`src/rtl/assert_macros.svh`:
```
// ---------------------------------------------------------------------------
// Assertion macros shared by the date adder modules.
// Each macro expects a signal named clock and a signal named reset in scope.
// ---------------------------------------------------------------------------
`ifndef ASSERT_MACROS_SVH
`define ASSERT_MACROS_SVH

// Same-cycle implication.
`define ASSERT_IMPL(label, ante, cons, msg) \
   label: assert property (@(posedge clock) disable iff (reset) (ante) |-> (cons)) \
      else $error(msg);

// Next-cycle implication.
`define ASSERT_NEXT(label, ante, cons, msg) \
   label: assert property (@(posedge clock) disable iff (reset) (ante) |=> (cons)) \
      else $error(msg);

`endif

```
`src/rtl/gda_pkg.sv`:
```
// ---------------------------------------------------------------------------
// gda_pkg
// Widths, calendar constants, command and status types and the month length
// function shared by the date adder controller and datapath.
// ---------------------------------------------------------------------------
package gda_pkg;

   localparam int YEAR_W   = 14;
   localparam int MONTH_W  = 4;
   localparam int DAY_W    = 5;
   localparam int DAYS_W   = 16;
   localparam int TOTAL_W  = 17;
   localparam int LEN_W    = 5;
   localparam int MOD_W    = 9;
   localparam int QUOT_W   = 6;
   localparam int PROD_W   = 28;
   localparam int SUB_W    = 15;

   // floor(year / 400) = (year * RECIP_400) >> RECIP_SHIFT for any 14-bit year.
   localparam int RECIP_400   = 10486;
   localparam int RECIP_SHIFT = 22;

   localparam int YEAR_MOD     = 400;
   localparam int CENTURY      = 100;
   localparam int MONTHS       = 12;

   localparam logic [MONTH_W-1:0] M_JAN = 4'd1;
   localparam logic [MONTH_W-1:0] M_FEB = 4'd2;
   localparam logic [MONTH_W-1:0] M_APR = 4'd4;
   localparam logic [MONTH_W-1:0] M_JUN = 4'd6;
   localparam logic [MONTH_W-1:0] M_SEP = 4'd9;
   localparam logic [MONTH_W-1:0] M_NOV = 4'd11;

   localparam logic [LEN_W-1:0] LEN_LEAP_FEB = 5'd29;
   localparam logic [LEN_W-1:0] LEN_FEB      = 5'd28;
   localparam logic [LEN_W-1:0] LEN_SHORT    = 5'd30;
   localparam logic [LEN_W-1:0] LEN_LONG     = 5'd31;

   typedef struct packed {
      logic load;
      logic quot;
      logic modr;
      logic step;
      logic emit;
   } dp_cmd_type;

   typedef struct packed {
      logic done;
   } dp_stat_type;

   function automatic logic [LEN_W-1:0] month_len(input logic [MONTH_W-1:0] month,
                                                  input logic leap);
      logic [LEN_W-1:0] len;
      case (month)
         M_APR, M_JUN, M_SEP, M_NOV: len = LEN_SHORT;
         M_FEB:                      len = leap ? LEN_LEAP_FEB : LEN_FEB;
         default:                    len = LEN_LONG;
      endcase
      return len;
   endfunction

endpackage

```
`src/rtl/gda_dp.sv`:
```
// ---------------------------------------------------------------------------
// gda_dp
// Datapath of the date adder: working date registers, a year-mod-400 tracker
// for the leap test, one month step per command and the result register.
// ---------------------------------------------------------------------------
`include "assert_macros.svh"

module gda_dp (
   input  logic                          clock,
   input  logic                          reset,
   input  gda_pkg::dp_cmd_type           cmd,
   output gda_pkg::dp_stat_type          stat,
   input  logic [gda_pkg::YEAR_W-1:0]    req_start_year,
   input  logic [gda_pkg::MONTH_W-1:0]   req_start_month,
   input  logic [gda_pkg::DAY_W-1:0]     req_start_day,
   input  logic [gda_pkg::DAYS_W-1:0]    req_days_to_add,
   output logic [gda_pkg::YEAR_W-1:0]    rsp_result_year,
   output logic [gda_pkg::MONTH_W-1:0]   rsp_result_month,
   output logic [gda_pkg::DAY_W-1:0]     rsp_result_day
);
   import gda_pkg::*;

   logic [YEAR_W-1:0]  year_ff,  year_in;
   logic [MONTH_W-1:0] month_ff, month_in;
   logic [TOTAL_W-1:0] total_ff, total_in;
   logic [MOD_W-1:0]   mod_ff,   mod_in;
   logic [QUOT_W-1:0]  quot_ff,  quot_in;
   logic [YEAR_W-1:0]  res_year_ff;
   logic [MONTH_W-1:0] res_month_ff;
   logic [DAY_W-1:0]   res_day_ff;

   logic [PROD_W-1:0]  prod;
   logic [SUB_W-1:0]   sub;
   logic               leap;
   logic [LEN_W-1:0]   len;
   logic [MONTH_W-1:0] month_inc;
   logic               wrap;

   assign prod    = PROD_W'(year_ff) * PROD_W'(RECIP_400);
   assign quot_in = prod[RECIP_SHIFT +: QUOT_W];
   assign sub     = SUB_W'(year_ff) - SUB_W'(quot_ff) * SUB_W'(YEAR_MOD);

   // Divisible by 4, and not a century unless the year is a multiple of 400.
   assign leap = (year_ff[1:0] == 2'b00) &&
                 (mod_ff != MOD_W'(CENTURY)) &&
                 (mod_ff != MOD_W'(2 * CENTURY)) &&
                 (mod_ff != MOD_W'(3 * CENTURY));

   assign len       = month_len(month_ff, leap);
   assign stat.done = (total_ff <= TOTAL_W'(len));
   assign month_inc = month_ff + MONTH_W'(1);
   assign wrap      = (month_inc > MONTH_W'(MONTHS)) || (month_inc == '0);

   always_comb begin
      year_in  = year_ff;
      month_in = month_ff;
      total_in = total_ff;
      mod_in   = mod_ff;
      if (cmd.load) begin
         year_in  = req_start_year;
         month_in = req_start_month;
         total_in = TOTAL_W'(req_start_day) + TOTAL_W'(req_days_to_add);
      end else if (cmd.modr) begin
         mod_in = sub[MOD_W-1:0];
      end else if (cmd.step) begin
         total_in = total_ff - TOTAL_W'(len);
         month_in = month_inc;
         if (wrap) begin
            month_in = M_JAN;
            year_in  = year_ff + YEAR_W'(1);
            // The year wraps to zero at the top of its range; zero is a multiple of 400.
            if (year_ff == '1 || mod_ff == MOD_W'(YEAR_MOD - 1)) begin
               mod_in = '0;
            end else begin
               mod_in = mod_ff + MOD_W'(1);
            end
         end
      end
   end

   always_ff @(posedge clock) begin
      year_ff  <= year_in;
      month_ff <= month_in;
      total_ff <= total_in;
      mod_ff   <= mod_in;
      if (cmd.quot) begin
         quot_ff <= quot_in;
      end
      if (reset) begin
         res_year_ff  <= '0;
         res_month_ff <= '0;
         res_day_ff   <= '0;
      end else if (cmd.emit) begin
         res_year_ff  <= year_ff;
         res_month_ff <= month_ff;
         res_day_ff   <= total_ff[DAY_W-1:0];
      end
   end

   assign rsp_result_year  = res_year_ff;
   assign rsp_result_month = res_month_ff;
   assign rsp_result_day   = res_day_ff;

   `ASSERT_NEXT(a_mod_range, cmd.modr, mod_ff < MOD_W'(YEAR_MOD), "year remainder out of range")
   `ASSERT_IMPL(a_mod_leap, cmd.step && mod_ff == '0, year_ff[1:0] == 2'b00,
                "year remainder disagrees with year")
   `ASSERT_NEXT(a_res_hold, !cmd.emit && !reset, $stable(res_year_ff) && $stable(res_day_ff),
                "result changed without an emit")

endmodule

```
`src/rtl/gda_ctrl.sv`:
```
// ---------------------------------------------------------------------------
// gda_ctrl
// Controller of the date adder: sequences load, leap setup and the month walk,
// and owns the result valid flag.
// ---------------------------------------------------------------------------
`include "assert_macros.svh"

module gda_ctrl (
   input  logic                  clock,
   input  logic                  reset,
   input  logic                  req_valid,
   output logic                  req_ready,
   output logic                  rsp_valid,
   input  logic                  rsp_ready,
   output gda_pkg::dp_cmd_type   cmd,
   input  gda_pkg::dp_stat_type  stat
);
   import gda_pkg::*;

   localparam logic [1:0] ST_IDLE = 2'd0;
   localparam logic [1:0] ST_QUOT = 2'd1;
   localparam logic [1:0] ST_MODR = 2'd2;
   localparam logic [1:0] ST_WALK = 2'd3;

   logic [1:0] state_ff, state_in;
   logic       rsp_valid_ff, rsp_valid_in;

   assign req_ready = (state_ff == ST_IDLE);
   assign rsp_valid = rsp_valid_ff;

   always_comb begin
      cmd.load = req_valid && req_ready;
      cmd.quot = (state_ff == ST_QUOT);
      cmd.modr = (state_ff == ST_MODR);
      cmd.step = (state_ff == ST_WALK) && !stat.done;
      // The finished date moves out once the result register is free or being drained.
      cmd.emit = (state_ff == ST_WALK) && stat.done && (!rsp_valid_ff || rsp_ready);
   end

   always_comb begin
      state_in = state_ff;
      case (state_ff)
         ST_IDLE: if (cmd.load) state_in = ST_QUOT;
         ST_QUOT: state_in = ST_MODR;
         ST_MODR: state_in = ST_WALK;
         ST_WALK: if (cmd.emit) state_in = ST_IDLE;
         default: state_in = ST_IDLE;
      endcase
   end

   assign rsp_valid_in = cmd.emit || (rsp_valid_ff && !rsp_ready);

   always_ff @(posedge clock) begin
      if (reset) begin
         state_ff     <= ST_IDLE;
         rsp_valid_ff <= 1'b0;
      end else begin
         state_ff     <= state_in;
         rsp_valid_ff <= rsp_valid_in;
      end
   end

   `ASSERT_NEXT(a_load_seq, cmd.load, state_ff == ST_QUOT, "load did not start leap setup")
   `ASSERT_NEXT(a_walk_stay, (state_ff == ST_WALK) && !stat.done, state_ff == ST_WALK,
                "walk left before the date was done")
   `ASSERT_NEXT(a_emit_valid, cmd.emit, rsp_valid_ff, "emitted result not flagged valid")

endmodule

```
`src/rtl/gregorian_date_add_days.sv`:
```
// ---------------------------------------------------------------------------
// gregorian_date_add_days
// Adds a day count to a Gregorian date by walking one month per cycle.
//
//   channel  direction  fields
//   req      in         start_year, start_month, start_day, days_to_add
//   rsp      out        result_year, result_month, result_day
//
// An item passes from acceptance to the result register through the QUOT and
// MODR states and a walk of M months (M up to about 2160); the walk retires one
// month per cycle through a single subtract-and-compare step. QUOT and MODR
// derive the year modulo 400 (a reciprocal multiply, then a multiply back and
// subtract); the date enters the result register once it is free or draining.
// A new beat is taken once the previous walk has handed its date to the
// result register, which may still be waiting on rsp_ready.
// Reset is synchronous and clears the control state and the result register.
// ---------------------------------------------------------------------------
module gregorian_date_add_days (
   input  logic                          clock,
   input  logic                          reset,
   input  logic                          req_valid,
   output logic                          req_ready,
   input  logic [gda_pkg::YEAR_W-1:0]    req_start_year,
   input  logic [gda_pkg::MONTH_W-1:0]   req_start_month,
   input  logic [gda_pkg::DAY_W-1:0]     req_start_day,
   input  logic [gda_pkg::DAYS_W-1:0]    req_days_to_add,
   output logic                          rsp_valid,
   input  logic                          rsp_ready,
   output logic [gda_pkg::YEAR_W-1:0]    rsp_result_year,
   output logic [gda_pkg::MONTH_W-1:0]   rsp_result_month,
   output logic [gda_pkg::DAY_W-1:0]     rsp_result_day
);
   import gda_pkg::*;

   dp_cmd_type  cmd;
   dp_stat_type stat;

   gda_ctrl u_ctrl (
      .clock     (clock),
      .reset     (reset),
      .req_valid (req_valid),
      .req_ready (req_ready),
      .rsp_valid (rsp_valid),
      .rsp_ready (rsp_ready),
      .cmd       (cmd),
      .stat      (stat)
   );

   gda_dp u_dp (
      .clock            (clock),
      .reset            (reset),
      .cmd              (cmd),
      .stat             (stat),
      .req_start_year   (req_start_year),
      .req_start_month  (req_start_month),
      .req_start_day    (req_start_day),
      .req_days_to_add  (req_days_to_add),
      .rsp_result_year  (rsp_result_year),
      .rsp_result_month (rsp_result_month),
      .rsp_result_day   (rsp_result_day)
   );

endmodule
```
`config.mk`:
```
export PLATFORM = sky130hd
export DESIGN_NAME = gregorian_date_add_days
export DESIGN_NICKNAME = d
export VERILOG_FILES = /design/src/rtl/gda_pkg.sv /design/src/rtl/gda_dp.sv /design/src/rtl/gda_ctrl.sv /design/src/rtl/gregorian_date_add_days.sv
export VERILOG_INCLUDE_DIRS = /design/src /design/src/rtl
export SDC_FILE = /design/constraint.sdc
export NUM_CORES = 1
export LEC_CHECK = 0
export ABC_AREA = 0
export BUFFER_PORTS_ARGS = -buffer_cell sky130_fd_sc_hd__buf_4
export CORE_AREA = 10 10 161 163
export CTS_BUF_LIST = sky130_fd_sc_hd__clkbuf_8
export DETAILED_ROUTE_END_ITERATION = 10
export DIE_AREA = 0 0 171 173
export GPL_TIMING_DRIVEN = 0
export PLACE_DENSITY = 0.55
export SETUP_SLACK_MARGIN = 0.02
export SLEW_MARGIN = 20
export SYNTH_ARGS = -nofsm -noshare
export SYNTH_HDL_FRONTEND = slang
export SYNTH_SLANG_ARGS = --single-unit
```
`constraint.sdc`:
```
create_clock -name clock -period 6.8 [get_ports clock]
set_input_delay 0 -clock clock [delete_from_list [all_inputs] [get_ports clock]]
set_output_delay 0 -clock clock [all_outputs]
set_load 0.02 [all_outputs]
```
==> results by group <==
Detailed routing
  – Antenna-violating nets left: 0
  – Average wire length per cell after detail routing: 15.96 µm
  – Vias after detailed routing: about 5700
  – DRC: 0
  – DRT Wirelength: roughly 19000 µm
  – Post-DR vias/cell: about 4.8
  – Total iterations of the first detailed-routing run: 5
  – DRC marker count from the first detailed-route iteration: ~290

Global route
  – Overflow left after global routing: 0
  – Largest net degree at the start of global routing: 22
  – Tot GR Track Use: 13.24%
  – Wire length of the first global-routing pass: around 31000 µm
  – Via count of the first global-routing pass: slightly above 6000
  – Antenna violations before repair: 0

Yosys
  – Number of different library cells in the post-synthesis netlist: 54
  – Count of flip-flops with a built-in enable after synthesis: 49
  – Number of synthesized register bits: 75
  – Number of warnings printed during yosys synthesis: 0
  – Avg Synthesized Cell Area: 9.915 µm²
  – Proportion of synthesized flip-flops having asynchronous set or reset: 0%
  – Syn Std Cell Area: 7853 µm²
  – Post-Syn Nets: 1028
  – Share of the yosys chip area belonging to registers: around 25%
  – Leading register cell type out of synthesis: sky130_fd_sc_hd__edfxtp_1
  – Gate count of the mapped netlist: 792

Critical path
  – Maximum single-stage delay on the critical path: 0.83 ns
  – Kind of start point of the critical path: register
  – Count of buffer and inverter cells on the critical path: 4
  – Required time worst endpoint: 6.93 ns
  – Kind of end point of the critical path: register
  – Worst-path fanout max: 11
  – Cell type of the slowest stage on the worst timing path: sky130_fd_sc_hd__edfxtp_1
  – Class of the most critical setup path: register to register
  – Arrival time at the worst endpoint: 5.14 ns
  – Cell type group with the largest total delay on the critical path: adder cells
  – Cells traversed along the worst timing path: fa_1 > ha_1 > inv_1 > fa_1 > inv_1 > fa_1 > inv_1 > fa_1 > inv_1 > ha_1 > a211o_1 > o211ai_1 > a21oi_1 > and3b_1 > o211ai_1 > o311ai_1

STA
  – Total negative slack: 0 ns
  – Skew final: 0.02414 ns
  – RSZ-0062 raised after global routing: false
  – Final setup fails: 0
  – Hold Vio Cnt, Final: 0
  – Pins Over Slew Limit: 0
  – Time the worst path needs with I/O delays and setup: 5.005 ns
  – Fraction of the cycle the final worst path needs: 73.60%
  – Worst rel slew slack: 37.08%
  – Achievable Freq: 0.1998 GHz
  – Slew at the pin closest to its max-slew limit: 0.9438 ns

Floorplan
  – FP Rows: 55
  – DIE AREA: between 20000 and 30000 µm²
  – Overall die width: 171 µm
  – Starting Density: 34.79%
  – Die Y: 173 µm
  – Placeable Area: 22570 µm²
  – Number of top-level pins: 68

Final layout
  – Leading cell type in the layout, fill and taps excluded: sky130_fd_sc_hd__inv_1
  – Fraction of layout cells with a size suffix above 1: 10.81%
  – Area delta synth->final: 16.73%
  – Count of inserted antenna diode cells: 0
  – Nets: 1128
  – Most frequent cells in the layout: sky130_fd_sc_hd__inv_1 (140), sky130_fd_sc_hd__ha_1 (128), sky130_fd_sc_hd__buf_4 (67)

Clocking
  – Clock Pin Slew Worst Setup and Hold Paths: 0.11 ns
  – Deepest clock path buffer count: 2
  – Source-to-sink clock delay at the later pin of the worst-skew pair: 0.38 ns
  – Number of sinks driven by the clock tree: 75
  – CTS root buf: sky130_fd_sc_hd__clkbuf_8
  – Cts bufs inserted: 9
  – Post-cts sizing count: 0
  – CTS H-tree depth: 3
  – CTS tree: done

Status
  – Result of the run: finished clean

Run
  – Max-cap check violation count: 0

Placed design
  – Number of I/O port buffers: 66
  – Routability-driven placement congestion ratio: 0.8463
  – Post-detail-place hpwl: 15170 µm

Min path
  – Tightest Hold Check Type: primary input to register
==> timing repair <==
action,CTS,global route
buffers inserted,0,0
hold buffers,22,0
hold endpoints to repair,26,0
==> per-layer routing <==
layer	up-vias	track usage, %	part of all wire [%]
li1	2852	-	-
met3	12	1.981	3.5
met1	2751	18.88	51
met2	100	20.41	45
met4	0	3.190	1.0
met5	-	0	0
==> worst paths after layout <==
check | startpoint | to | slack (ns) | cells after the start
min reg2reg | u_dp.rsp_result_year[8] | u_dp.rsp_result_year[8] | 0.51 | 2
max | u_dp.year_ff[11] | u_dp.quot_ff[2] | 1.80 | 16
max reg2reg | u_dp.year_ff[11] | u_dp.quot_ff[2] | 1.80 | 16
min | req_days_to_add[7] | u_dp.total_ff[7] | 0.03 | 3
==> kinds of logic after synthesis <==
logic type	Yosys count	synth area share, %
compound gates	110	8.541
xor+xnor	64	7.138
fa+ha+maj	193	36.97
buf+inv	157	8.174
flops	75	25.37
mux	28	3.569
simple gates	165	10.25
==> synthesized netlist by cell type, types with 3 or more instances <==
library cell / count / share of area, %
sky130_fd_sc_hd__xor2_1: 28 / 3.1
sky130_fd_sc_hd__o22ai_1: 13 / 1.0
sky130_fd_sc_hd__fa_1: 65 / 17
sky130_fd_sc_hd__o2111ai_1: 3 / 0.33
sky130_fd_sc_hd__nand2_1: 42 / 2.0
sky130_fd_sc_hd__nor4_1: 4 / 0.32
sky130_fd_sc_hd__nand4_1: 8 / 0.64
sky130_fd_sc_hd__mux2i_1: 28 / 3.6
sky130_fd_sc_hd__nor3_1: 8 / 0.51
sky130_fd_sc_hd__a21oi_1: 29 / 1.8
sky130_fd_sc_hd__inv_1: 140 / 6.7
sky130_fd_sc_hd__dfxtp_1: 26 / 6.6
sky130_fd_sc_hd__o211ai_1: 7 / 0.67
sky130_fd_sc_hd__and2_1: 3 / 0.24
sky130_fd_sc_hd__nor2b_1: 3 / 0.24
sky130_fd_sc_hd__o21ai_1: 21 / 1.3
sky130_fd_sc_hd__o21ai_0: 13 / 0.83
sky130_fd_sc_hd__clkbuf_1: 9 / 0.43
sky130_fd_sc_hd__edfxtp_1: 49 / 19
sky130_fd_sc_hd__a21boi_1: 4 / 0.38
sky130_fd_sc_hd__nor2_1: 56 / 2.7
sky130_fd_sc_hd__a211oi_1: 4 / 0.38
sky130_fd_sc_hd__and3_1: 12 / 0.96
sky130_fd_sc_hd__xnor2_1: 36 / 4.0
sky130_fd_sc_hd__a21o_1: 4 / 0.38
sky130_fd_sc_hd__ha_1: 128 / 20
sky130_fd_sc_hd__nand3_1: 15 / 0.96
==> worst reg2reg max path: stages (launching register included) <==
cell and delay, ns:
sky130_fd_sc_hd__edfxtp_1 0.83, sky130_fd_sc_hd__fa_1 0.55, sky130_fd_sc_hd__ha_1 0.28, sky130_fd_sc_hd__inv_1 0.04
sky130_fd_sc_hd__fa_1 0.48, sky130_fd_sc_hd__inv_1 0.06, sky130_fd_sc_hd__fa_1 0.52, sky130_fd_sc_hd__inv_1 0.06
sky130_fd_sc_hd__fa_1 0.53, sky130_fd_sc_hd__inv_1 0.04, sky130_fd_sc_hd__ha_1 0.32, sky130_fd_sc_hd__a211o_1 0.13
sky130_fd_sc_hd__o211ai_1 0.09, sky130_fd_sc_hd__a21oi_1 0.32, sky130_fd_sc_hd__and3b_1 0.24, sky130_fd_sc_hd__o211ai_1 0.17
sky130_fd_sc_hd__o311ai_1 0.12
==> sequential cells by signal (all words and copies together), names as in the netlist <==
signal                 count
u_dp.rsp_result_month      4
u_dp.month_ff              4
u_dp.rsp_result_year      14
u_ctrl.rsp_valid           1
u_dp.rsp_result_day        5
u_ctrl.state_ff            2
u_dp.mod_ff                9
u_dp.year_ff              14
u_dp.quot_ff               5
u_dp.total_ff             17
==> through the flow <==
stage	util [%]	std cells	hold slack (ns)	instance area, µm²	worst slack (ns)
final	40.61	1182	0.02720	9166	1.795
after global routing	40.61	1182	0.02481	9166	1.544
after CTS	40.61	1182	0.006187	9166	1.766
after detailed placement	38.66	1144	0.2693	8727	1.751
after global placement	38.56	1143	0.2677	8705	1.828
after floorplan	-	792	0.1744	7853	2.276
==> final cells by class <==
type	count	area (µm²)
Timing Repair Buffer	89	726.9
Tap cell	285	356.6
Inverter	140	525.5
Clock buffer	9	123.9
Sequential cell	75	1992
Buffer	17	116.4
Fill cell	2279	13410
Clock inverter	7	95.09
Multi-Input combinational cell	560	5230
Power is not shown: default switching activity piles up to over one toggle a cycle in this logic, so the estimate is an artifact.
